--- config.mk ---
export PLATFORM = sky130hd
export DESIGN_NAME = multichannel_servo_pulse_generator
export DESIGN_NICKNAME = d
export VERILOG_FILES = /design/src/rtl/msp_pkg.sv /design/src/rtl/msp_front.sv /design/src/rtl/msp_queue.sv /design/src/rtl/msp_back.sv /design/src/rtl/multichannel_servo_pulse_generator.sv
export SDC_FILE = /design/constraint.sdc
export NUM_CORES = 2
export LEC_CHECK = 0
export BUFFER_PORTS_ARGS = -buffer_cell sky130_fd_sc_hd__buf_2
export CORE_UTILIZATION = 50
export CTS_CLUSTER_SIZE = 8
export DETAILED_ROUTE_END_ITERATION = 10
export PLACE_DENSITY = 0.66
export SLEW_MARGIN = 30
export SYNTH_ARGS = -nofsm -noshare
export SYNTH_HDL_FRONTEND = slang
export SYNTH_SLANG_ARGS = --single-unit
--- constraint.sdc ---
create_clock -name clk -period 24 [get_ports clk]
set_input_delay 7.2 -clock clk [delete_from_list [all_inputs] [get_ports clk]]
set_output_delay 7.2 -clock clk [all_outputs]
set_load 0.005 [all_outputs]
--- src/rtl/msp_pkg.sv ---
package msp_pkg;

    // Channels that carry storage and an output pin.
    localparam int MAX_CH        = 32;
    localparam int IDX_W         = 5;
    localparam int CHANNELS_DEF  = 32;

    // Stream payload widths.
    localparam int IN_DATA_W     = 24;
    localparam int IN_USER_W     = 3;
    localparam int CHAN_W        = 7;
    localparam int VALUE_W       = 12;
    localparam int OUT_DATA_W    = 40;
    localparam int PINS_W        = 32;
    localparam int RD_W          = 8;

    // Configuration port.
    localparam int CFG_IDX_W     = 1;
    localparam int CFG_DATA_W    = 16;
    localparam logic [CFG_IDX_W-1:0] CFG_LEAD = 1'b0;
    localparam logic [CFG_IDX_W-1:0] CFG_GAP  = 1'b1;

    localparam logic [7:0]  LEAD_RESET = 8'd62;
    localparam logic [15:0] GAP_RESET  = 16'd2500;

    // Frame and position constants.
    localparam logic [15:0] DOWN_SLOTS    = 16'd251;
    localparam logic [7:0]  POS_RESET     = 8'd255;
    localparam logic [7:0]  MIN_RESET     = 8'd64;
    localparam logic [7:0]  MAX_RESET     = 8'd192;
    localparam logic [VALUE_W-1:0] DEG_MAX = 12'd180;
    localparam logic [VALUE_W-1:0] US_LO   = 12'd500;
    localparam logic [VALUE_W-1:0] US_MID  = 12'd1500;
    localparam logic [VALUE_W-1:0] US_HI   = 12'd2500;

    // floor(p / 180) = ((p >> 2) * RECIP_45) >> RECIP_SHIFT for p below 2**16.
    localparam logic [14:0] RECIP_45    = 15'd23302;
    localparam int          RECIP_SHIFT = 20;
    localparam int          QUOT_W      = 29;

    // Queue between front and back.
    localparam int QUEUE_DEPTH = 2;
    localparam int QPTR_W      = 1;

    // Function codes on the input stream.
    localparam logic [IN_USER_W-1:0] FN_TICK   = 3'd0;
    localparam logic [IN_USER_W-1:0] FN_ATTACH = 3'd1;
    localparam logic [IN_USER_W-1:0] FN_DETACH = 3'd2;
    localparam logic [IN_USER_W-1:0] FN_WRITE  = 3'd3;
    localparam logic [IN_USER_W-1:0] FN_SETMIN = 3'd4;
    localparam logic [IN_USER_W-1:0] FN_SETMAX = 3'd5;
    localparam logic [IN_USER_W-1:0] FN_READ   = 3'd6;

    typedef enum logic [2:0] {
        OP_TICK   = 3'd0,
        OP_ATTACH = 3'd1,
        OP_DETACH = 3'd2,
        OP_WRITE  = 3'd3,
        OP_SETMIN = 3'd4,
        OP_SETMAX = 3'd5,
        OP_READ   = 3'd6,
        OP_NOP    = 3'd7
    } op_t;

    // A classified request: arg holds clamped degrees or a finished slot value.
    typedef struct packed {
        op_t             op;
        logic [IDX_W-1:0] idx;
        logic [7:0]      arg;
    } cmd_t;

    typedef enum logic [2:0] {
        ST_RUN = 3'b001,
        ST_MUL = 3'b010,
        ST_DIV = 3'b100
    } back_state_t;

    typedef enum logic [2:0] {
        PH_LEAD = 3'b001,
        PH_DOWN = 3'b010,
        PH_GAP  = 3'b100
    } phase_t;

endpackage

--- src/rtl/msp_front.sv ---
module msp_front #(
    parameter int CHANNELS = msp_pkg::CHANNELS_DEF
) (
    input  logic                          s_tvalid,
    output logic                          s_tready,
    input  logic [msp_pkg::IN_DATA_W-1:0] s_tdata,
    input  logic [msp_pkg::IN_USER_W-1:0] s_tuser,
    input  logic                          q_full,
    output logic                          q_push,
    output msp_pkg::cmd_t                 q_cmd
);

    localparam int LIVE = (CHANNELS > msp_pkg::MAX_CH) ? msp_pkg::MAX_CH : CHANNELS;

    logic [msp_pkg::CHAN_W-1:0]  chan;
    logic [msp_pkg::VALUE_W-1:0] val;
    logic [msp_pkg::VALUE_W-1:0] us_min;
    logic [msp_pkg::VALUE_W-1:0] us_max;
    logic [msp_pkg::VALUE_W-1:0] off_min;
    logic [msp_pkg::VALUE_W-1:0] off_max;
    logic                        chan_ok;

    assign chan    = s_tdata[msp_pkg::CHAN_W-1:0];
    assign val     = s_tdata[msp_pkg::CHAN_W +: msp_pkg::VALUE_W];
    assign chan_ok = (32'(chan) < LIVE);

    always_comb
    begin
        us_min = (val < msp_pkg::US_LO) ? msp_pkg::US_LO :
                 ((val > msp_pkg::US_MID) ? msp_pkg::US_MID : val);
        us_max = (val < msp_pkg::US_MID) ? msp_pkg::US_MID :
                 ((val > msp_pkg::US_HI) ? msp_pkg::US_HI : val);
        off_min = us_min - msp_pkg::US_LO;
        off_max = us_max - msp_pkg::US_LO;

        q_cmd.idx = chan[msp_pkg::IDX_W-1:0];
        q_cmd.arg = '0;
        q_cmd.op  = msp_pkg::OP_NOP;
        unique case (s_tuser)
            msp_pkg::FN_TICK:   q_cmd.op = msp_pkg::OP_TICK;
            msp_pkg::FN_ATTACH: q_cmd.op = msp_pkg::OP_ATTACH;
            msp_pkg::FN_DETACH: q_cmd.op = msp_pkg::OP_DETACH;
            msp_pkg::FN_WRITE:
            begin
                q_cmd.op  = msp_pkg::OP_WRITE;
                q_cmd.arg = (val > msp_pkg::DEG_MAX) ? msp_pkg::DEG_MAX[7:0] : val[7:0];
            end
            msp_pkg::FN_SETMIN:
            begin
                q_cmd.op  = msp_pkg::OP_SETMIN;
                q_cmd.arg = off_min[10:3];
            end
            msp_pkg::FN_SETMAX:
            begin
                q_cmd.op  = msp_pkg::OP_SETMAX;
                q_cmd.arg = off_max[10:3];
            end
            msp_pkg::FN_READ:   q_cmd.op = msp_pkg::OP_READ;
            default:            q_cmd.op = msp_pkg::OP_NOP;
        endcase
        // Commands other than a tick to a channel without storage still give a result but change nothing.
        if (!chan_ok && (q_cmd.op != msp_pkg::OP_TICK))
        begin
            q_cmd.op = msp_pkg::OP_NOP;
        end
    end

    assign s_tready = !q_full;
    assign q_push   = s_tvalid && !q_full;

endmodule

--- src/rtl/msp_queue.sv ---
module msp_queue (
    input  logic          clk,
    input  logic          rst_n,
    input  logic          push,
    input  msp_pkg::cmd_t push_cmd,
    input  logic          pop,
    output msp_pkg::cmd_t head,
    output logic          empty,
    output logic          full
);

    localparam logic [msp_pkg::QPTR_W:0] DEPTH = (msp_pkg::QPTR_W + 1)'(msp_pkg::QUEUE_DEPTH);

    msp_pkg::cmd_t               slots_reg [msp_pkg::QUEUE_DEPTH];
    logic [msp_pkg::QPTR_W-1:0]  wr_ptr_reg;
    logic [msp_pkg::QPTR_W-1:0]  rd_ptr_reg;
    logic [msp_pkg::QPTR_W:0]    count_reg;
    logic [msp_pkg::QPTR_W:0]    count_next;

    assign empty = (count_reg == '0);
    assign full  = (count_reg == DEPTH);
    assign head  = slots_reg[rd_ptr_reg];

    always_comb
    begin
        count_next = count_reg;
        if (push && !pop)
        begin
            count_next = count_reg + 1'b1;
        end
        else if (pop && !push)
        begin
            count_next = count_reg - 1'b1;
        end
    end

    always_ff @(posedge clk or negedge rst_n)
    begin
        if (!rst_n)
        begin
            wr_ptr_reg <= '0;
            rd_ptr_reg <= '0;
            count_reg  <= '0;
        end
        else
        begin
            count_reg <= count_next;
            if (push)
            begin
                wr_ptr_reg <= wr_ptr_reg + 1'b1;
            end
            if (pop)
            begin
                rd_ptr_reg <= rd_ptr_reg + 1'b1;
            end
        end
    end

    always_ff @(posedge clk)
    begin
        if (push)
        begin
            slots_reg[wr_ptr_reg] <= push_cmd;
        end
    end

endmodule

--- src/rtl/msp_back.sv ---
module msp_back #(
    parameter int CHANNELS = msp_pkg::CHANNELS_DEF
) (
    input  logic                           clk,
    input  logic                           rst_n,
    input  logic                           cfg_we,
    input  logic [msp_pkg::CFG_IDX_W-1:0]  cfg_index,
    input  logic [msp_pkg::CFG_DATA_W-1:0] cfg_data,
    input  msp_pkg::cmd_t                  head,
    input  logic                           q_empty,
    output logic                           q_pop,
    output logic                           m_tvalid,
    input  logic                           m_tready,
    output logic [msp_pkg::OUT_DATA_W-1:0] m_tdata
);

    localparam int LIVE = (CHANNELS > msp_pkg::MAX_CH) ? msp_pkg::MAX_CH : CHANNELS;

    logic [7:0]                lead_reg;
    logic [15:0]               gap_reg;

    msp_pkg::back_state_t      state_reg, state_next;
    msp_pkg::phase_t           phase_reg, phase_next;
    logic [15:0]               cnt_reg, cnt_next;
    logic [msp_pkg::PINS_W-1:0] pins_reg, pins_next;
    logic [msp_pkg::PINS_W-1:0] active_reg, active_next;
    logic                      pending_reg, pending_next;
    logic [7:0]                pos_reg     [msp_pkg::MAX_CH];
    logic [7:0]                pos_next    [msp_pkg::MAX_CH];
    logic [7:0]                applied_reg [msp_pkg::MAX_CH];
    logic [7:0]                applied_next[msp_pkg::MAX_CH];
    logic [7:0]                min_reg     [msp_pkg::MAX_CH];
    logic [7:0]                min_next    [msp_pkg::MAX_CH];
    logic [7:0]                max_reg     [msp_pkg::MAX_CH];
    logic [7:0]                max_next    [msp_pkg::MAX_CH];

    // Write datapath: product, scaled quotient and the channel's minimum.
    logic [15:0]               prod_reg, prod_next;
    logic [msp_pkg::QUOT_W-1:0] quot_reg, quot_next;
    logic [7:0]                lo_reg, lo_next;
    logic [msp_pkg::IDX_W-1:0] widx_reg, widx_next;

    logic                      out_valid_reg, out_valid_next;
    logic [msp_pkg::OUT_DATA_W-1:0] out_data_reg, out_data_next;

    logic                      out_free;
    logic                      out_load;
    logic [7:0]                rd;
    logic [7:0]                lo;
    logic [7:0]                hi;
    logic [7:0]                range_w;
    logic [9:0]                pos_sum;
    logic [15:0]               cnt_inc;

    assign out_free = !out_valid_reg || m_tready;
    assign q_pop    = (state_reg == msp_pkg::ST_RUN) && !q_empty && out_free;
    assign m_tvalid = out_valid_reg;
    assign m_tdata  = out_data_reg;

    always_comb
    begin
        state_next   = state_reg;
        phase_next   = phase_reg;
        cnt_next     = cnt_reg;
        pins_next    = pins_reg;
        active_next  = active_reg;
        pending_next = pending_reg;
        pos_next     = pos_reg;
        applied_next = applied_reg;
        min_next     = min_reg;
        max_next     = max_reg;
        prod_next    = prod_reg;
        quot_next    = quot_reg;
        lo_next      = lo_reg;
        widx_next    = widx_reg;
        out_load     = 1'b0;
        rd           = '0;
        lo           = min_reg[head.idx];
        hi           = max_reg[head.idx];
        range_w      = (hi >= lo) ? (hi - lo) : 8'd0;
        pos_sum      = 10'(quot_reg[msp_pkg::QUOT_W-1:msp_pkg::RECIP_SHIFT]) + 10'(lo_reg);
        cnt_inc      = cnt_reg + 16'd1;

        unique case (state_reg)
            msp_pkg::ST_RUN:
            begin
                if (q_pop)
                begin
                    out_load = 1'b1;
                    case (head.op)
                        msp_pkg::OP_TICK:
                        begin
                            unique case (phase_reg)
                                msp_pkg::PH_DOWN:
                                begin
                                    for (int i = 0; i < LIVE; i++)
                                    begin
                                        if ((cnt_reg[15:8] == 8'd0) &&
                                            (applied_reg[i] == cnt_reg[7:0]))
                                        begin
                                            pins_next[i] = 1'b0;
                                        end
                                    end
                                    cnt_next = cnt_inc;
                                    if (cnt_inc >= msp_pkg::DOWN_SLOTS)
                                    begin
                                        phase_next = msp_pkg::PH_GAP;
                                        cnt_next   = '0;
                                        // New positions take effect only between frames.
                                        if (pending_reg)
                                        begin
                                            applied_next = pos_reg;
                                            pending_next = 1'b0;
                                        end
                                    end
                                end
                                msp_pkg::PH_GAP:
                                begin
                                    cnt_next = cnt_inc;
                                    if ((cnt_inc == '0) || (cnt_inc >= gap_reg))
                                    begin
                                        phase_next = msp_pkg::PH_LEAD;
                                        cnt_next   = '0;
                                    end
                                end
                                default:
                                begin
                                    if (cnt_reg == '0)
                                    begin
                                        pins_next = pins_reg | active_reg;
                                    end
                                    cnt_next = cnt_inc;
                                    if ((cnt_inc == '0) || (cnt_inc >= 16'(lead_reg)))
                                    begin
                                        phase_next = msp_pkg::PH_DOWN;
                                        cnt_next   = '0;
                                    end
                                end
                            endcase
                        end
                        msp_pkg::OP_ATTACH:
                        begin
                            active_next[head.idx] = 1'b1;
                        end
                        msp_pkg::OP_DETACH:
                        begin
                            active_next[head.idx] = 1'b0;
                            pins_next[head.idx]   = 1'b0;
                        end
                        msp_pkg::OP_WRITE:
                        begin
                            // The result is delivered once the position is stored.
                            out_load   = 1'b0;
                            prod_next  = 16'(head.arg) * 16'(range_w);
                            lo_next    = lo;
                            widx_next  = head.idx;
                            state_next = msp_pkg::ST_MUL;
                        end
                        msp_pkg::OP_SETMIN:
                        begin
                            min_next[head.idx] = head.arg;
                        end
                        msp_pkg::OP_SETMAX:
                        begin
                            max_next[head.idx] = head.arg;
                        end
                        msp_pkg::OP_READ:
                        begin
                            rd = pos_reg[head.idx];
                        end
                        default:
                        begin
                            rd = '0;
                        end
                    endcase
                end
            end
            msp_pkg::ST_MUL:
            begin
                quot_next  = msp_pkg::QUOT_W'(prod_reg[15:2]) *
                             msp_pkg::QUOT_W'(msp_pkg::RECIP_45);
                state_next = msp_pkg::ST_DIV;
            end
            msp_pkg::ST_DIV:
            begin
                pos_next[widx_reg] = (pos_sum > 10'd255) ? 8'd255 : pos_sum[7:0];
                pending_next       = 1'b1;
                out_load           = 1'b1;
                state_next         = msp_pkg::ST_RUN;
            end
            default:
            begin
                state_next = msp_pkg::ST_RUN;
            end
        endcase

        out_valid_next = out_load ? 1'b1 : (out_valid_reg && !m_tready);
        out_data_next  = out_load ? {rd, pins_next} : out_data_reg;
    end

    always_ff @(posedge clk or negedge rst_n)
    begin
        if (!rst_n)
        begin
            lead_reg      <= msp_pkg::LEAD_RESET;
            gap_reg       <= msp_pkg::GAP_RESET;
            state_reg     <= msp_pkg::ST_RUN;
            phase_reg     <= msp_pkg::PH_LEAD;
            cnt_reg       <= '0;
            pins_reg      <= '0;
            active_reg    <= '0;
            pending_reg   <= 1'b0;
            out_valid_reg <= 1'b0;
            for (int i = 0; i < msp_pkg::MAX_CH; i++)
            begin
                pos_reg[i]     <= msp_pkg::POS_RESET;
                applied_reg[i] <= msp_pkg::POS_RESET;
                min_reg[i]     <= msp_pkg::MIN_RESET;
                max_reg[i]     <= msp_pkg::MAX_RESET;
            end
        end
        else
        begin
            if (cfg_we)
            begin
                unique case (cfg_index)
                    msp_pkg::CFG_LEAD: lead_reg <= cfg_data[7:0];
                    msp_pkg::CFG_GAP:  gap_reg  <= cfg_data;
                    default:           lead_reg <= lead_reg;
                endcase
            end
            state_reg     <= state_next;
            phase_reg     <= phase_next;
            cnt_reg       <= cnt_next;
            pins_reg      <= pins_next;
            active_reg    <= active_next;
            pending_reg   <= pending_next;
            out_valid_reg <= out_valid_next;
            pos_reg       <= pos_next;
            applied_reg   <= applied_next;
            min_reg       <= min_next;
            max_reg       <= max_next;
        end
    end

    always_ff @(posedge clk)
    begin
        prod_reg     <= prod_next;
        quot_reg     <= quot_next;
        lo_reg       <= lo_next;
        widx_reg     <= widx_next;
        out_data_reg <= out_data_next;
    end

    // An output may only be high while its channel is attached.
    a_pins_active: assert property (@(posedge clk) disable iff (!rst_n)
        (pins_reg & ~active_reg) == '0)
        else $error("servo output high on a detached channel");

    // The write result is produced into an empty output register.
    a_div_out_free: assert property (@(posedge clk) disable iff (!rst_n)
        (state_reg == msp_pkg::ST_DIV) |-> !out_valid_reg)
        else $error("write result would overwrite a pending result");

    // The down window counter never reaches the window length.
    a_down_range: assert property (@(posedge clk) disable iff (!rst_n)
        (phase_reg == msp_pkg::PH_DOWN) |-> (cnt_reg < msp_pkg::DOWN_SLOTS))
        else $error("down window counter out of range");

    // Leaving the down window applies any pending positions.
    a_apply_at_gap: assert property (@(posedge clk) disable iff (!rst_n)
        ((phase_reg == msp_pkg::PH_DOWN) && (phase_next == msp_pkg::PH_GAP))
        |=> !pending_reg)
        else $error("pending positions not applied at end of down window");

    // No request leaves the queue while a write is in flight.
    a_no_pop_busy: assert property (@(posedge clk) disable iff (!rst_n)
        (state_reg != msp_pkg::ST_RUN) |-> !q_pop)
        else $error("request taken while a write is in progress");

endmodule

--- src/rtl/multichannel_servo_pulse_generator.sv ---
// Requests pass through the queue and the output register; a write also passes through the
// product and quotient registers. The back end takes one request per cycle while the output
// is free; a write holds it while its degree-to-slot scaling passes two multiplier steps.
// A two-entry queue lets requests be accepted while the back end or the output stalls.
// Reset (rst_n, asynchronous, active low) restores all positions, limits, the frame and
// both window lengths at once; no clearing pass is needed.
module multichannel_servo_pulse_generator #(
    parameter int CHANNELS = msp_pkg::CHANNELS_DEF
) (
    input  logic                           clk,
    input  logic                           rst_n,
    input  logic                           s_tvalid,
    output logic                           s_tready,
    input  logic [msp_pkg::IN_DATA_W-1:0]  s_tdata,   // channel[6:0], value[18:7], zero pad
    input  logic [msp_pkg::IN_USER_W-1:0]  s_tuser,   // func[2:0]
    output logic                           m_tvalid,
    input  logic                           m_tready,
    output logic [msp_pkg::OUT_DATA_W-1:0] m_tdata,   // servo_pins[31:0], read_value[39:32]
    input  logic                           cfg_we,
    input  logic [msp_pkg::CFG_IDX_W-1:0]  cfg_index,
    input  logic [msp_pkg::CFG_DATA_W-1:0] cfg_data
);

    msp_pkg::cmd_t push_cmd;
    msp_pkg::cmd_t head;
    logic          push;
    logic          pop;
    logic          q_empty;
    logic          q_full;

    msp_front #(
        .CHANNELS (CHANNELS)
    ) u_front (
        .s_tvalid (s_tvalid),
        .s_tready (s_tready),
        .s_tdata  (s_tdata),
        .s_tuser  (s_tuser),
        .q_full   (q_full),
        .q_push   (push),
        .q_cmd    (push_cmd)
    );

    msp_queue u_queue (
        .clk      (clk),
        .rst_n    (rst_n),
        .push     (push),
        .push_cmd (push_cmd),
        .pop      (pop),
        .head     (head),
        .empty    (q_empty),
        .full     (q_full)
    );

    msp_back #(
        .CHANNELS (CHANNELS)
    ) u_back (
        .clk       (clk),
        .rst_n     (rst_n),
        .cfg_we    (cfg_we),
        .cfg_index (cfg_index),
        .cfg_data  (cfg_data),
        .head      (head),
        .q_empty   (q_empty),
        .q_pop     (pop),
        .m_tvalid  (m_tvalid),
        .m_tready  (m_tready),
        .m_tdata   (m_tdata)
    );

endmodule

==> impl_results.md <==
- Critical Path End Type: flip-flop
- Power, Total: 11.6 mW
- Row cnt: 130
- FF+latch count, synth: 1248
- Setup violations, final: 0
- Post_cts resized: 0
- Largest net degree at the start of global routing: 189
- Wirelength per Cell: 23.7 um
- Minimum clock period: 10.30 ns
- Most common cell after layout, fill and taps aside: dfstp_2
- Syn avg cell area: 11.6 um^2
- Fill count: 10345
- CP Data Required Time: 24.51 ns
- Clock buffer depth: 3
- Synth Instances: 5426
- Synthesized area: 0.0631 mm^2
- Worst slew pin tran: 1.07 ns
- Clock latency at the later pin of the worst-skew pair: 0.79 ns
- Total Nets Final: 5723
- Overall routing resource usage: 27.0%
- Peak supply drop: 0.329 mV
- Layout area overhead: 10.9%
- CP startpoint kind: flip-flop
- Post-route clock skew: 0.0380 ns
- WP buf/inv: 7
- Router iterations before antenna repair: 6
- DR iter-0 viols: 3695
- Fin crit share: 42.9%
- Post-synth cell types: 80
- EDFF count, synth: 108
- HP Class: flip-flop to flip-flop
- Yosys warns: 0
- Worst reg-to-reg setup slack: 13.70 ns
- Layout cells sized above 1: 28.3%
- Async SR Flop Fraction: 91.3%
- Antenna violations before repair: 6
- Max Fclk: 0.0970 GHz
- I/O pin cnt: 91
- Setup_tns: 0 ns
- Post-CTS Repair Setup Buffers: 0
- Post-Route Utilization: 55.9%
- Final instance area: 0.0700 mm^2
- Placed cell count: 6879
- Final hold slack: 0.459 ns
- Crit path top cell by count: fa_1
- Max cap viols: 0
- Worst Hold Launch: u_back.min_reg[206]$_DFFE_PN1P_
- Initial Util: 50.4%
- Sink Count: 1248
- Critical register-to-register path startpoint: u_queue.rd_ptr_reg$_DFFE_PN0P_
- Die Height: 357 um
- GRT overflow: 0
- Vias per cell: 5.91
- Final hold vios: 0
- Reg2reg end: u_back.prod_reg[13]$_DFFE_PP_
- IO Port Bufs: 85
- Setup slack at placement: 12.92 ns
- Critical-path maximum fanout: 53
- Slowest stage delay, CP: 0.61 ns
- Worst-path clk slew: 0.05 ns
- CP top delay family: adder cells
- Hold Path Sink: u_back.min_reg[206]$_DFFE_PN1P_
- Crit path kind: flip-flop to flip-flop
- H-Tree Level Count: 4
- Max-slew violations: 0
- Number of global-route vias before repair: 42339
- Root Buffer: clkbuf_16
- Power Density: 166 mW/mm^2
- Post-Route WL: 170000 um
- Ys flop type: dfstp_2
- P_leak: 29.4 nW
- Data arrival time of the critical path: 10.81 ns
- TritonCTS clock tree: done
- Hold depth: 2
- Worst r2r path cells: 32
- Seq/Total Area, Yosys: 51.5%
- Num CTS Buffers: 174
- Commonest cells after routing, fill and taps aside: dfstp_2, dfrtp_1, nand2_1, nor2_1, a21oi_1
- Core area: 0.125 mm^2
- Slowest-stage cell, CP: buf_4
- First-pass GRT wire length: 260000 um
- Fin worst setup slack: 13.70 ns
- Post-Layout Cell Count: 7168
- Hpwl dp: 108000 um
- DP Area: 0.0647 mm^2
- Hold buffers post-CTS: 0
- Drt drc: 0
- Routed Antenna Nets: 0
- Syn nets: 5739
- Status: completed
- RSZ-0062 raised after global routing: false
- Slew HR: 29.0%
- Die ar.: 0.128 mm^2
- Die width: 357 um
- GPL Wtd Cong: 0.883
- Vias: 42328
-- layout make-up --
| cell class | instances | area [um^2] | area share (%) |
|---|---|---|---|
| flip-flops and latches | 1248 | 32600 | 46.5 |
| repair buffers | 178 | 1290 | 1.84 |
| inverters | 193 | 739 | 1.06 |
| diodes | 1 | 2.50 | 0.00357 |
| clock inverters | 10 | 154 | 0.220 |
| clock buffers | 273 | 4830 | 6.90 |
| multi-input cells | 3615 | 28400 | 40.6 |
| well taps | 1650 | 2060 | 2.95 |
-- synthesized netlist by cell type, types with 11 or more instances --
master	instances	area share (%)
a21oi_1	456	3.6
a22oi_1	56	0.67
edfxtp_1	108	5.1
nand4_1	78	0.77
nand2_1	507	3.0
mux2_2	19	0.34
xnor2_1	293	4.1
nor3_2	36	0.57
nor4_1	15	0.15
or3_1	23	0.23
o22ai_1	37	0.37
ha_1	183	3.6
dfrtp_1	520	21
or2_2	12	0.12
and3_1	11	0.11
xor2_1	17	0.24
a21o_1	14	0.17
mux4_2	192	6.8
mux2_1	18	0.32
buf_4	16	0.19
buf_8	12	0.29
nor3_1	49	0.39
clkbuf_1	188	1.1
buf_1	20	0.12
and2_1	12	0.12
inv_1	183	1.1
o221ai_1	26	0.36
nor2_1	527	3.1
a22o_1	33	0.46
o21ai_0	150	1.2
dfstp_2	620	26
mux2_4	240	5.7
buf_2	113	0.90
fa_1	81	2.6
mux2i_1	15	0.24
nor2b_1	14	0.14
buf_6	21	0.37
nor3b_1	11	0.13
a31oi_1	44	0.44
nand3_1	24	0.19
nand2b_1	17	0.17
o21ai_1	294	2.3
-- where the power goes --
part	internal (mW)	leakage (nW)	switching [mW]	total, mW
Combinational	2.62	12.5	3.67	6.29
Clock	1.36	2.39	0.916	2.28
Sequential	2.77	14.5	0.257	3.03
-- cell families after synthesis --
family                     after synthesis  share of synthesized area (%)
buffers and inverters                  563                           4.13
muxes                                  485                           13.5
DFF                                   1248                           51.5
adders and majority gates              264                           6.19
and+or+nand+nor                       1368                           9.69
xor gates and xnor gates               310                           4.30
AOI/OAI and AO/OA                     1188                           10.7
-- how the worst max path moves through the flow --
stage                                         startpoint                             end  slack [ns]  cells after the start
after CTS                 u_queue.rd_ptr_reg$_DFFE_PN0P_   u_back.prod_reg[13]$_DFFE_PP_       13.72                     32
after floorplan                                 m_tready     u_back.m_tdata[0]$_DFFE_PP_       12.81                      5
final                     u_queue.rd_ptr_reg$_DFFE_PN0P_   u_back.prod_reg[13]$_DFFE_PP_       13.70                     32
after global routing      u_queue.rd_ptr_reg$_DFFE_PN0P_   u_back.prod_reg[15]$_DFFE_PP_       13.32                     32
after global placement                             rst_n  u_back.max_reg[24]$_DFFE_PN0P_       12.64                      5
after detailed placement                           rst_n  u_back.max_reg[24]$_DFFE_PN0P_       12.92                      5
-- layer usage --
metal | share of wire [%] | vias up | routed length [um] | track usage [%]
li1 | - | 19157 | - | -
met1 | 42 | 21417 | 72200 | 36.8
met2 | 47 | 1448 | 79800 | 42.3
met3 | 7.1 | 302 | 12200 | 5.51
met4 | 3.5 | 4 | 6000 | 10.8
met5 | 0.016 | - | 27 | 0
-- tightest hold or removal path, cell delays in order (launching register included) --
cell	delay (ns)
dfstp_2	0.36
nand2_1	0.04
o21ai_1	0.05
Power figures use the tool's default switching activity.
